`src/rtl/core/ncpc_pkg.sv`:
```
// ============================================================================
// ncpc_pkg : shared types and constants of the nearest class point classifier
// Holds status codes, mode codes, register indexes and controller states.
// ============================================================================
package ncpc_pkg;

    // Number of label slots; the label field is six bits wide.
    localparam int MAX_LABELS = 64;

    localparam logic [1:0] MODE_CLASSIFY = 2'd0;
    localparam logic [1:0] MODE_INSERT   = 2'd1;
    localparam logic [1:0] MODE_REMOVE   = 2'd2;
    localparam logic [1:0] MODE_UNUSED   = 2'd3;

    localparam logic [2:0] ST_LABELLED = 3'd0;
    localparam logic [2:0] ST_NO_LABEL = 3'd1;
    localparam logic [2:0] ST_TOO_FEW  = 3'd2;
    localparam logic [2:0] ST_STORED   = 3'd3;
    localparam logic [2:0] ST_IGNORED  = 3'd4;
    localparam logic [2:0] ST_FULL     = 3'd5;
    localparam logic [2:0] ST_REMOVED  = 3'd6;

    localparam logic REG_LABEL_COUNT   = 1'b0;
    localparam logic REG_UNKNOWN_LABEL = 1'b1;

    typedef enum logic [3:0] {
        S_IDLE,
        S_SCAN,
        S_SCAN_DRAIN,
        S_LBL,
        S_LBL_DRAIN,
        S_DIV,
        S_DONE,
        S_OUT
    } t_state;

    // Controller to datapath commands.
    typedef struct packed {
        logic load;      // capture the input item
        logic scan_clr;  // clear scan and label state
        logic scan_go;   // issue one store read
        logic lbl_go;    // issue one label table read
        logic div_start; // start the ratio divider
        logic div_step;  // one divider iteration
        logic finish;    // form the result
    } t_cmd;

    // Datapath to controller status.
    typedef struct packed {
        logic scan_last;
        logic scan_busy;
        logic lbl_last;
        logic lbl_busy;
        logic div_done;
        logic too_few;
        logic classify;
    } t_stat;

endpackage

```
`src/rtl/core/ncpc_ctrl.sv`:
```
// ============================================================================
// ncpc_ctrl : sequencer of the classifier
// Steps the datapath through store scan, label scan and division.
// ============================================================================
module ncpc_ctrl import ncpc_pkg::*; (
    input  logic  i_clk,
    input  logic  i_rst_n,
    input  logic  i_in_fire,
    input  logic  i_needs_scan,
    input  logic  i_out_free,
    input  t_stat i_stat,
    output t_cmd  o_cmd,
    output logic  o_idle,
    output logic  o_out_load
);

    t_state r_state, n_state;

    always_ff @(posedge i_clk) begin
        if (!i_rst_n) begin
            r_state <= S_IDLE;
        end else begin
            r_state <= n_state;
        end
    end

    always_comb begin
        n_state    = r_state;
        o_cmd      = '0;
        o_idle     = 1'b0;
        o_out_load = 1'b0;
        case (r_state)
            S_IDLE: begin
                o_idle = 1'b1;
                if (i_in_fire) begin
                    o_cmd.load     = 1'b1;
                    o_cmd.scan_clr = 1'b1;
                    n_state = i_needs_scan ? S_SCAN : S_DONE;
                end
            end
            S_SCAN: begin
                if (i_stat.too_few) begin
                    n_state = S_DONE;
                end else begin
                    o_cmd.scan_go = 1'b1;
                    if (i_stat.scan_last) n_state = S_SCAN_DRAIN;
                end
            end
            S_SCAN_DRAIN: begin
                if (!i_stat.scan_busy) n_state = i_stat.classify ? S_LBL : S_DONE;
            end
            S_LBL: begin
                o_cmd.lbl_go = 1'b1;
                if (i_stat.lbl_last) n_state = S_LBL_DRAIN;
            end
            S_LBL_DRAIN: begin
                if (!i_stat.lbl_busy) begin
                    o_cmd.div_start = 1'b1;
                    n_state = S_DIV;
                end
            end
            S_DIV: begin
                o_cmd.div_step = 1'b1;
                if (i_stat.div_done) n_state = S_DONE;
            end
            S_DONE: begin
                o_cmd.finish = 1'b1;
                n_state = S_OUT;
            end
            S_OUT: begin
                if (i_out_free) begin
                    o_out_load = 1'b1;
                    n_state = S_IDLE;
                end
            end
            default: n_state = S_IDLE;
        endcase
    end

endmodule

```
`config.mk`:
```
export PLATFORM = sky130hd
export DESIGN_NAME = ncpc_ctrl
export DESIGN_NICKNAME = d
export VERILOG_FILES = /design/src/rtl/core/ncpc_pkg.sv /design/src/rtl/core/ncpc_ctrl.sv
export SDC_FILE = /design/constraint.sdc
export NUM_CORES = 1
export LEC_CHECK = 0
export BUFFER_PORTS_ARGS = -buffer_cell sky130_fd_sc_hd__buf_2
export CORE_AREA = 2 2 39 41
export CTS_CLUSTER_SIZE = 16
export DETAILED_ROUTE_END_ITERATION = 16
export DIE_AREA = 0 0 41 43
export PLACE_DENSITY_LB_ADDON = 0.25
export SLEW_MARGIN = 20
export SYNTH_ARGS = -nofsm -noshare
export SYNTH_HDL_FRONTEND = slang
export SYNTH_SLANG_ARGS = --single-unit
```
`constraint.sdc`:
```
create_clock -name i_clk -period 2.1 [get_ports i_clk]
set_input_delay 0.315 -clock i_clk [delete_from_list [all_inputs] [get_ports i_clk]]
set_output_delay 0.315 -clock i_clk [all_outputs]
set_load 0.01 [all_outputs]
```
# ---- Word level (Yosys, flattened, before mapping)
# Index checks and enable logic that the tools add are counted.
dict set report totals {
  word_cells 40
  in_bits 12
  out_inout_bits 9
  reg_bits 4
}
dict set report classes {
  n_eq_ne 14
  n_reduce_logical 2
  n_mux 23
}
# operator count
set op_table {}
lappend op_table {{$mux W4} 8}
lappend op_table {{$pmux W4 S8} 1}
lappend op_table {{$eq A4 B3 Y1 const B} 4}
lappend op_table {{$ne A2 B2 Y1 const B} 6}
lappend op_table {{$mux W1} 10}
lappend op_table {{$eq A4 B2 Y1 const B} 2}
lappend op_table {{$reduce_and A7 Y1} 1}
lappend op_table {{$mux W3} 2}
lappend op_table {{$eq A4 B1 Y1 const B} 1}
lappend op_table {{$logic_not A4 Y1} 1}
lappend op_table {{$mux W2} 2}
lappend op_table {{$ne A3 B3 Y1 const B} 1}

# ---- Longest topological paths before layout
# Gate-level depths: netlist of the first run.
dict set report depth {
  depth_word 3
  ltp_mapped 6
  depth_no_buf 5
}

# ---- Worst setup path after synthesis of the first run
# Ideal clock, no wire load.
dict set report synth_path {
  path_kind {register to output}
  from {reg r_state[1]}
  to {out o_cmd[6] (netlist name)}
  path_stages_with_launch 5
  setup_slack_ns 0.564
  t_arrival_ns 1.221
  required_time_ns 1.785
  n_path_buf 2
  path_cell_list {dfxtp_1 -> buf_2 -> nor3_1 -> and2_1 -> buf_4}
}
# item line
set synth_lines {}
lappend synth_lines {{start: declaration} ncpc_ctrl.sv:17} ;# t_state r_state, n_state;
lappend synth_lines {{start signal: assignment} ncpc_ctrl.sv:23} ;# r_state <= n_state;
lappend synth_lines {{end: declaration} ncpc_ctrl.sv:12} ;# output t_cmd o_cmd,

# ---- Final worst setup path of the first run
dict set report layout_path {
  from {reg r_state[2]}
  to {reg r_state[0]}
}
dict set report layout_between {
  elab_chain_len 3
  elab_cells_between_ends 17
  classes_between {eq/ne (14); mux (1); reduce/logical (2)}
}
# item line
set layout_lines {}
lappend layout_lines {{$eq A4 B1 Y1, or another cell as far along} ncpc_ctrl.sv:32} ;# case (r_state)
lappend layout_lines {{$ne A3 B3 Y1 (no line) / $ne A2 B2 Y1 (equally long branches)} -}
lappend layout_lines {{$reduce_and A7 Y1 (no line)} -}
# Several ways; a longest one is shown, not always the timed one.
# A chain may end at the register's enable or synchronous reset.

==> qor.txt, run 1 <==
status - finished, final reports clean
Post-DRT Antenna Nets - 0
Synth warnings - 0
setup ws final - 0.454 ns
first-pass GRT wire length - 1400 um
num ports - 21
worst vdd ir - 0.347 mV
Largest register FFs - 3
P_leak - 0.216 nW
critical-path cell list - or2_1 > o32ai_2 > a311oi_4 > mux2_1 > nor2_1
Pre-antenna DRT Iters - 2
final clock skew - 0.00182 ns
cell family with most CP delay - flip-flops
most common cell in the netlist - nor2_1
Peak Freq - 608 MHz
Placed Cells - 76
flop2flop setup slack - 0.45 ns
Layout Cells excl Fill - 80
Die X - 41 um
top post-synthesis cells by count - nor2_1, nand2b_1
H-Tree Level Count - 1
area leader, netlist - dfxtp_1
# fillers - 165
worst path buffer plus inverter count - 0
WS Path Type - register to register
FFs w/ async S/R, synth - 0%
dpl ws - 0.472 ns
initial antenna violation count - 0
Main synth FF type - dfxtp_1
Synth Register Bits - 3
final hold vios - 0
setup bufs post-CTS - 0
CP Max Fanout - 11
TritonCTS clock tree - built
FP Rows - 14
Worst Tran Pin Value - 0.403 ns
Synth Area per Inst - 8.00 um^2
dpl hpwl - 715 um
Slew HR - 73.1%
core area - 1380 um^2
type of origin of the critical path - register
Setup Viol. Count Final - 0
Most flops, register - r_state
vias in the first global route - 349
RePlAce Congestion - 0.736
post-synth cell types - 22
nets@finish - 77
Clock Tree Buf Depth - 2
Crit Reg-Reg Startpoint - r_state[2]
cts hold-fix bufs - 0
port buffer count - 20
vias - 365
endpoint of the worst hold path - r_state[1]
Sum Neg Setup Slack - 0 ns
DRC - 0
design area - 469 um^2
CTS buffer count - 3
Post-Synthesis Net Count - 55
Required @ worst endpoint - 2.27 ns
DR WL/cell - 10.9 um
die area - 1760 um^2
Hold Crit Depth - 3
synthesized area - 344 um^2
vias per cell - 4.56
fin crit share - 78.4%
fin. max-slew vios - 0
share of layout cells above drive strength 1 - 45.3%
total grt overflow - 0
biggest regs - r_state (3)
Setup crit end kind - register
pwr/cell area - 1150 nW/um^2
Total GRT Usage - 11.3%
Hold Crit Class - primary input to register
crit path DAT - 1.81 ns
Post-DP Area - 443 um^2
# diodes - 0
Cells after Synth - 43
maximum number of pins on one net before global-route repair - 12
Worst R2R Path Depth - 5
sequential-to-total area share from yosys stat - 17.5%
Slowest cell on crit path - dfxtp_1
worst stage delay on the critical path - 0.55 ns
latest clock arrival within the worst-skew pair - 0.23 ns
FF-to-FF End - r_state[0]
EDFF count, synth - 0
synthesis-to-finish area growth - 36.4%
CTS clk-pin slew, worst paths - 0.04 ns
final wirelength - 868 um
Initial Utilization - 24.9%
Synth top area share - 17.5%
Max-cap violations - 0
Area contributors post-synth - dfxtp_1, a2111oi_4, a311oi_4, nand2b_1, mux2_1
Clock Sinks - 3
Resized Gates After CTS - 0
CTS root buf - clkbuf_4
worst hold start - i_rst_n
DRT iter0 DRCs - 5
Tmin final - 1.65 ns
RSZ-0062 raised after global routing - no
die height - 43 um
cell families after synthesis:
group,synth area share (%)
compound gates,33.5
buf+inv,11.6
flops,17.5
mux,9.82
simple gates,27.6
layout by cell type (no fill, tap or decap), types with 2 or more instances in the layout:
| cell | n |
|---|---|
| nor3_1 | 3 |
| mux2_1 | 2 |
| inv_1 | 3 |
| dfxtp_1 | 3 |
| nand2b_1 | 4 |
| a21oi_1 | 3 |
| buf_2 | 20 |
| clkbuf_4 | 3 |
| nand2_1 | 2 |
| o21ai_0 | 3 |
| nor2_1 | 6 |
per-layer routing:
layer,track usage (%),routed length [um],share of wire [%]
met5,0,0,0
met4,2.00,0,0
met3,4.71,56,6.5
met2,18.1,391,45
met1,13.7,421,49
per-stage QoR:
stage / hold slack, ns / util [%] / power (mW)
final: 0.319 / 33.9 / 0.541
after global placement: 0.560 / 32.0 / 0.446
after global routing: 0.318 / 33.9 / 0.588
after floorplan: 0.427 / - / 0.378
after CTS: 0.314 / 33.9 / 0.550
after detailed placement: 0.559 / 32.0 / 0.447
tightest hold or removal path: cells and delay by family:
| kind | cells | cell delay (ns) |
|---|---|---|
| AO/OA/AOI/OAI | 1 | 0.04 |
| buffers and inverters | 2 | 0.14 |
report_power, final:
part / leakage [nW] / switching [mW] / internal, mW / total, mW
Sequential: 0.0249 / 0.0581 / 0.0785 / 0.137
Clock: 0.0150 / 0.0277 / 0.0711 / 0.0988
Combinational: 0.176 / 0.157 / 0.148 / 0.306
Total: 0.216 / 0.243 / 0.298 / 0.541
worst max-delay path by stage:
stage,startpoint,end,depth (start not counted)
2_1_floorplan,r_state[1],o_cmd[6],4
3_3_place_gp,r_state[2],r_state[0],5
3_5_place_dp,r_state[2],r_state[0],5
4_1_cts,r_state[2],r_state[0],5
5_1_grt,r_state[0],r_state[0],5
6_report,r_state[2],r_state[0],5
final cells by class:
class | count | area (um^2) | area share [%]
flip-flops and latches | 3 | 60.1 | 12.8
inverters | 3 | 11.3 | 2.40
clock buffers | 4 | 26.3 | 5.60
repair buffers | 21 | 108 | 22.9
multi-input cells | 33 | 244 | 52.0
well taps | 16 | 20.0 | 4.27
Note: power is estimated with default switching activity, not from simulation.
==> run 2: changes to the inputs <==
- clock period: 2.1 -> 1.65 ns (I/O delays scaled with it)
==> run 2 against run 1 <==
  * Setup slack lost 0.32 ns
  * Cell area grew 3.7%
  * Utilization grew 1.3 points
  * Combinational power grew 37%
  * Critical endpoint unchanged
==> qor.txt, run 2 (same netlist as run 1, synthesis figures left out) <==
initial antenna violation count - 0 (unchanged)
Hold Crit Class - primary input to register
setup ws final - 0.131 ns (-0.323 ns)
P_leak - 0.227 nW (+5.1%)
Sum Neg Setup Slack - 0 ns (unchanged)
CTS clk-pin slew, worst paths - 0.04 ns (about the same)
H-Tree Level Count - 1 (unchanged)
Required @ worst endpoint - 1.81 ns (-0.46 ns)
RSZ-0062 raised after global routing - no
TritonCTS clock tree - built
WS Path Type - register to register
vias per cell - 4.55 (-0.30%)
Peak Freq - 658 MHz (+8.4%)
die area - 1760 um^2 (unchanged)
core area - 1380 um^2 (unchanged)
final wirelength - 752 um (-13%)
Post-DRT Antenna Nets - 0 (unchanged)
Initial Utilization - 24.9% (unchanged)
status - finished, final reports clean
final hold vios - 0 (unchanged)
maximum number of pins on one net before global-route repair - 12 (unchanged)
most common cell after layout, fill and taps aside - buf_2
worst vdd ir - 0.537 mV (+55%)
dpl hpwl - 629 um (-12%)
share of layout cells above drive strength 1 - 50.0% (+4.7 points)
setup bufs post-CTS - 0 (unchanged)
CP Max Fanout - 8 (-3)
Total GRT Usage - 10.0% (-1.3 points)
Max-cap violations - 0 (unchanged)
Slew HR - 79.8% (+6.8 points)
Clock Sinks - 3 (unchanged)
die height - 43 um (unchanged)
Overall Power - 0.705 mW (+30%)
Tmin final - 1.52 ns (-0.127 ns)
type of origin of the critical path - register
biggest regs - r_state (3)
DR WL/cell - 9.17 um (-15%)
final clock skew - 0.0000555 ns (-0.00176 ns)
cts hold-fix bufs - 0 (unchanged)
crit path DAT - 1.68 ns (-0.13 ns)
Clock Tree Buf Depth - 2 (unchanged)
flop2flop setup slack - 0.13 ns (-0.32 ns)
vias - 373 (+2.2%)
Setup Viol. Count Final - 0 (unchanged)
fin. max-slew vios - 0 (unchanged)
# fillers - 148 (-10%)
Largest register FFs - 3 (unchanged)
Worst Tran Pin Value - 0.303 ns (-0.101 ns)
fin crit share - 92.1% (+14 points)
port buffer count - 20 (unchanged)
DRC - 0 (unchanged)
DRT iter0 DRCs - 1 (-4)
area of the multi-input gates - 244 um^2 (unchanged)
total grt overflow - 0 (unchanged)
Setup crit end kind - register
# diodes - 0 (unchanged)
RePlAce Congestion - 0.776 (+5.4%)
num ports - 21 (unchanged)
Pre-antenna DRT Iters - 2 (unchanged)
first-pass GRT wire length - 1210 um (-13%)
Most flops, register - r_state
Resized Gates After CTS - 0 (unchanged)
latest clock arrival within the worst-skew pair - 0.23 ns (about the same)
vias in the first global route - 343 (-1.7%)
register area - 62.6 um^2 (+4.2%)
nets@finish - 79 (+2.6%)
CTS buffer count - 3 (unchanged)
Die X - 41 um (unchanged)
most frequent cells in the layout - buf_2, nor2_1, nand2b_1
pwr/cell area - 1450 nW/um^2 (+26%)
CTS root buf - clkbuf_4
FP Rows - 14 (unchanged)
synthesis-to-finish area growth - 41.5%
dpl ws - 0.0363 ns (-0.436 ns)
## run 2: changes by cell type in the layout (fill, tap and decap cells not counted), sizes merged
cell / before / now
buf: 21 / 23
## run 2: worst paths after layout
check / start / to / depth (start not counted)
max: r_state[1] / r_state[0] / 6
min: i_rst_n / r_state[1] / 3
min reg2reg: r_state[0] / r_state[1] / 1
max reg2reg: r_state[1] / r_state[0] / 6
## run 2: worst max-delay path, cell delays in order, from the launching register on
cell and delay, ns:
dfxtp_1 0.34, buf_4 0.17, inv_1 0.11, a2111oi_4 0.05, a311oi_4 0.34, mux2_1 0.35, nor2_1 0.09
## run 2: area by class of cell
class	count	share of cell area, %
multi-input cells	33	50.1
clock buffers	4	5.40
repair buffers	23	25.2
well taps	16	4.11
inverters	3	2.31
flip-flops and latches	3	12.9
## run 2: per-layer routing
layer	track usage, %	vias up	wire, um
met5	0	-	0
met4	4.00	0	0
li1	-	199	-
met3	4.71	0	50
met1	11.9	163	357
met2	15.0	11	344
## run 2: stage by stage
step,utilization [%],cells,hold slack (ns),cell area (um^2)
6_report,35.2,82,0.248,487
5_1_grt,35.2,82,0.252,487
3_3_place_gp,33.1,78,0.489,458
2_1_floorplan,-,43,0.360,344
4_1_cts,35.0,82,0.242,484
3_5_place_dp,33.1,78,0.488,458
## run 2: power by group
| part | internal, mW | total, mW | switching (mW) |
|---|---|---|---|
| Sequential | 0.104 | 0.160 | 0.0561 |
| Combinational | 0.209 | 0.418 | 0.210 |
| Clock | 0.0905 | 0.127 | 0.0361 |
==> run 3: changes to the inputs <==
- clock period: 1.65 -> 1.8 ns (I/O delays scaled with it)
==> run 3 against run 2 <==
  * Clock power fell by 9%
  * Global-route usage fell by 0.41 points
  * Cell area fell by 3.6%
  * Largest cell class unchanged
  * Sequential cell count did not move
  * Sequential share of layout area fell by 0.053 points
  * Die area did not move
  * First-iteration DRC count rose to 12 times the previous value
  * Via count rose by 2.7%
  * Fmax fell by 7.1%
  * Wire length rose by 3.7%
  * Combinational power fell by 15%
  * Sequential power fell by 5%
==> qor.txt, run 3 (same netlist as run 1, synthesis figures left out) <==
CP Max Fanout - 10 (+2)
vias in the first global route - 302 (-12%)
Die X - 41 um (unchanged)
DR top layer - met4
die height - 43 um (unchanged)
met1 WL - 333 um (-6.7%)
biggest regs - r_state (3)
worst vdd ir - 0.562 mV (+4.6%)
dpl hpwl - 634 um (+0.83%)
Slew HR - 74.0% (-5.9 points)
Hold Crit Depth - 3 (unchanged)
core area - 1380 um^2 (unchanged)
TritonCTS clock tree - built
vias - 383 (+2.7%)
synthesis-to-finish area growth - 36.4%
Hold Crit Class - primary input to register
RePlAce Congestion - 0.715 (-7.8%)
Layout Cells excl Fill - 80 (-2.4%)
Max-cap violations - 0 (unchanged)
Peak Freq - 612 MHz (-7.1%)
Largest register FFs - 3 (unchanged)
Crit Reg-Reg Startpoint - r_state[0]
Setup Viol. Count Final - 0 (unchanged)
Sum Neg Setup Slack - 0 ns (unchanged)
Placed Cells - 76 (-2.6%)
Worst Tran Pin Value - 0.390 ns (+0.0874 ns)
status - finished, final reports clean
final clock skew - 0.00164 ns (+0.00159 ns)
Clock Tree Buf Depth - 2 (unchanged)
Pre-antenna DRT Iters - 5 (+3)
FF-to-FF End - r_state[0]
CTS buffer count - 3 (unchanged)
worst hold start - i_rst_n
Clock Sinks - 3 (unchanged)
first-pass GRT wire length - 1100 um (-9.1%)
final hold vios - 0 (unchanged)
CTS root buf - clkbuf_4
Setup crit end kind - register
# diodes - 0 (unchanged)
DR WL/cell - 9.75 um (+6.3%)
WL met2 - 372 um (+8.1%)
area of the multi-input gates - 244 um^2 (unchanged)
Overall Power - 0.622 mW (-12%)
die area - 1760 um^2 (unchanged)
share of layout cells above drive strength 1 - 45.3% (-4.7 points)
Most flops, register - r_state
crit path DAT - 1.80 ns (+0.12 ns)
Resized Gates After CTS - 0 (unchanged)
setup bufs post-CTS - 0 (unchanged)
most common cell after layout, fill and taps aside - buf_2
CTS clk-pin slew, worst paths - 0.04 ns (about the same)
vias per cell - 4.79 (+5.2%)
FP Rows - 14 (unchanged)
# fillers - 159 (+7.4%)
Tmin final - 1.64 ns (+0.116 ns)
Required @ worst endpoint - 1.97 ns (+0.16 ns)
nets@finish - 77 (-2.5%)
Initial Utilization - 24.9% (unchanged)
register area - 60.1 um^2 (-4.0%)
H-Tree Level Count - 1 (unchanged)
port buffer count - 20 (unchanged)
RSZ-0062 raised after global routing - no
type of origin of the critical path - register
total grt overflow - 0 (unchanged)
pwr/cell area - 1330 nW/um^2 (-8.5%)
Post-DRT Antenna Nets - 0 (unchanged)
DRC - 0 (unchanged)
Worst R2R Path Depth - 5 (-1)
most frequent cells in the layout - buf_2, nor2_1, nand2b_1
maximum number of pins on one net before global-route repair - 12 (unchanged)
cts hold-fix bufs - 0 (unchanged)
flop2flop setup slack - 0.16 ns (+0.03 ns)
num ports - 21 (unchanged)
fin crit share - 90.8% (-1.2 points)
WS Path Type - register to register
P_leak - 0.216 nW (-4.9%)
endpoint of the worst hold path - r_state[1]
final wirelength - 780 um (+3.7%)
Total GRT Usage - 9.62% (-0.41 points)
design area - 469 um^2 (-3.6%)
fin. max-slew vios - 0 (unchanged)
Post-DP Area - 443 um^2 (-3.3%)
metal3 WL - 68 um (+36%)
DRT iter0 DRCs - 12 (+11)
initial antenna violation count - 0 (unchanged)
latest clock arrival within the worst-skew pair - 0.23 ns (about the same)
-- run 3: worst max-delay path by stage --
stage / slack (ns) / startpoint / endpoint
final: 0.16 / r_state[0] / r_state[0]
after global routing: 0.08 / r_state[0] / r_state[0]
after CTS: 0.15 / r_state[0] / r_state[0]
after detailed placement: 0.16 / r_state[0] / r_state[0]
after global placement: 0.17 / r_state[0] / r_state[0]
after floorplan: 0.31 / r_state[1] / o_cmd[6]
-- run 3: critical path: stages (launching register included) --
cell and delay [ns]:
dfxtp_1 0.55, nand2b_1 0.17, o32ai_2 0.35, a311oi_4 0.08
mux2_1 0.33, nor2_1 0.10
-- run 3: per-stage QoR --
stage          hold slack, ns  util, %  setup slack [ns]
6_report                0.269     33.9             0.165
5_1_grt                 0.273     33.9            0.0807
4_1_cts                 0.262     33.9             0.149
3_5_place_dp            0.508     32.0             0.160
3_3_place_gp            0.510     32.0             0.170
2_1_floorplan           0.382        -             0.309
-- run 3: cell type report --
type                            instances  area share, %
Clock buffer                            4           5.60
Inverter                                3           2.40
Multi-Input combinational cell         33           52.0
Sequential cell                         3           12.8
Tap cell                               16           4.27
Timing Repair Buffer                   21           22.9
-- run 3: where the power goes --
part	switching, mW	internal [mW]
registers	0.0601	0.0916
clock network	0.0326	0.0829
logic	0.182	0.173
total	0.275	0.348
-- run 3: per-layer routing --
layer / track usage, % / up-vias
li1: - / 193
met1: 9.90 / 169
met2: 14.7 / 19
met3: 6.28 / 2
met4: 4.00 / 0
met5: 0 / -
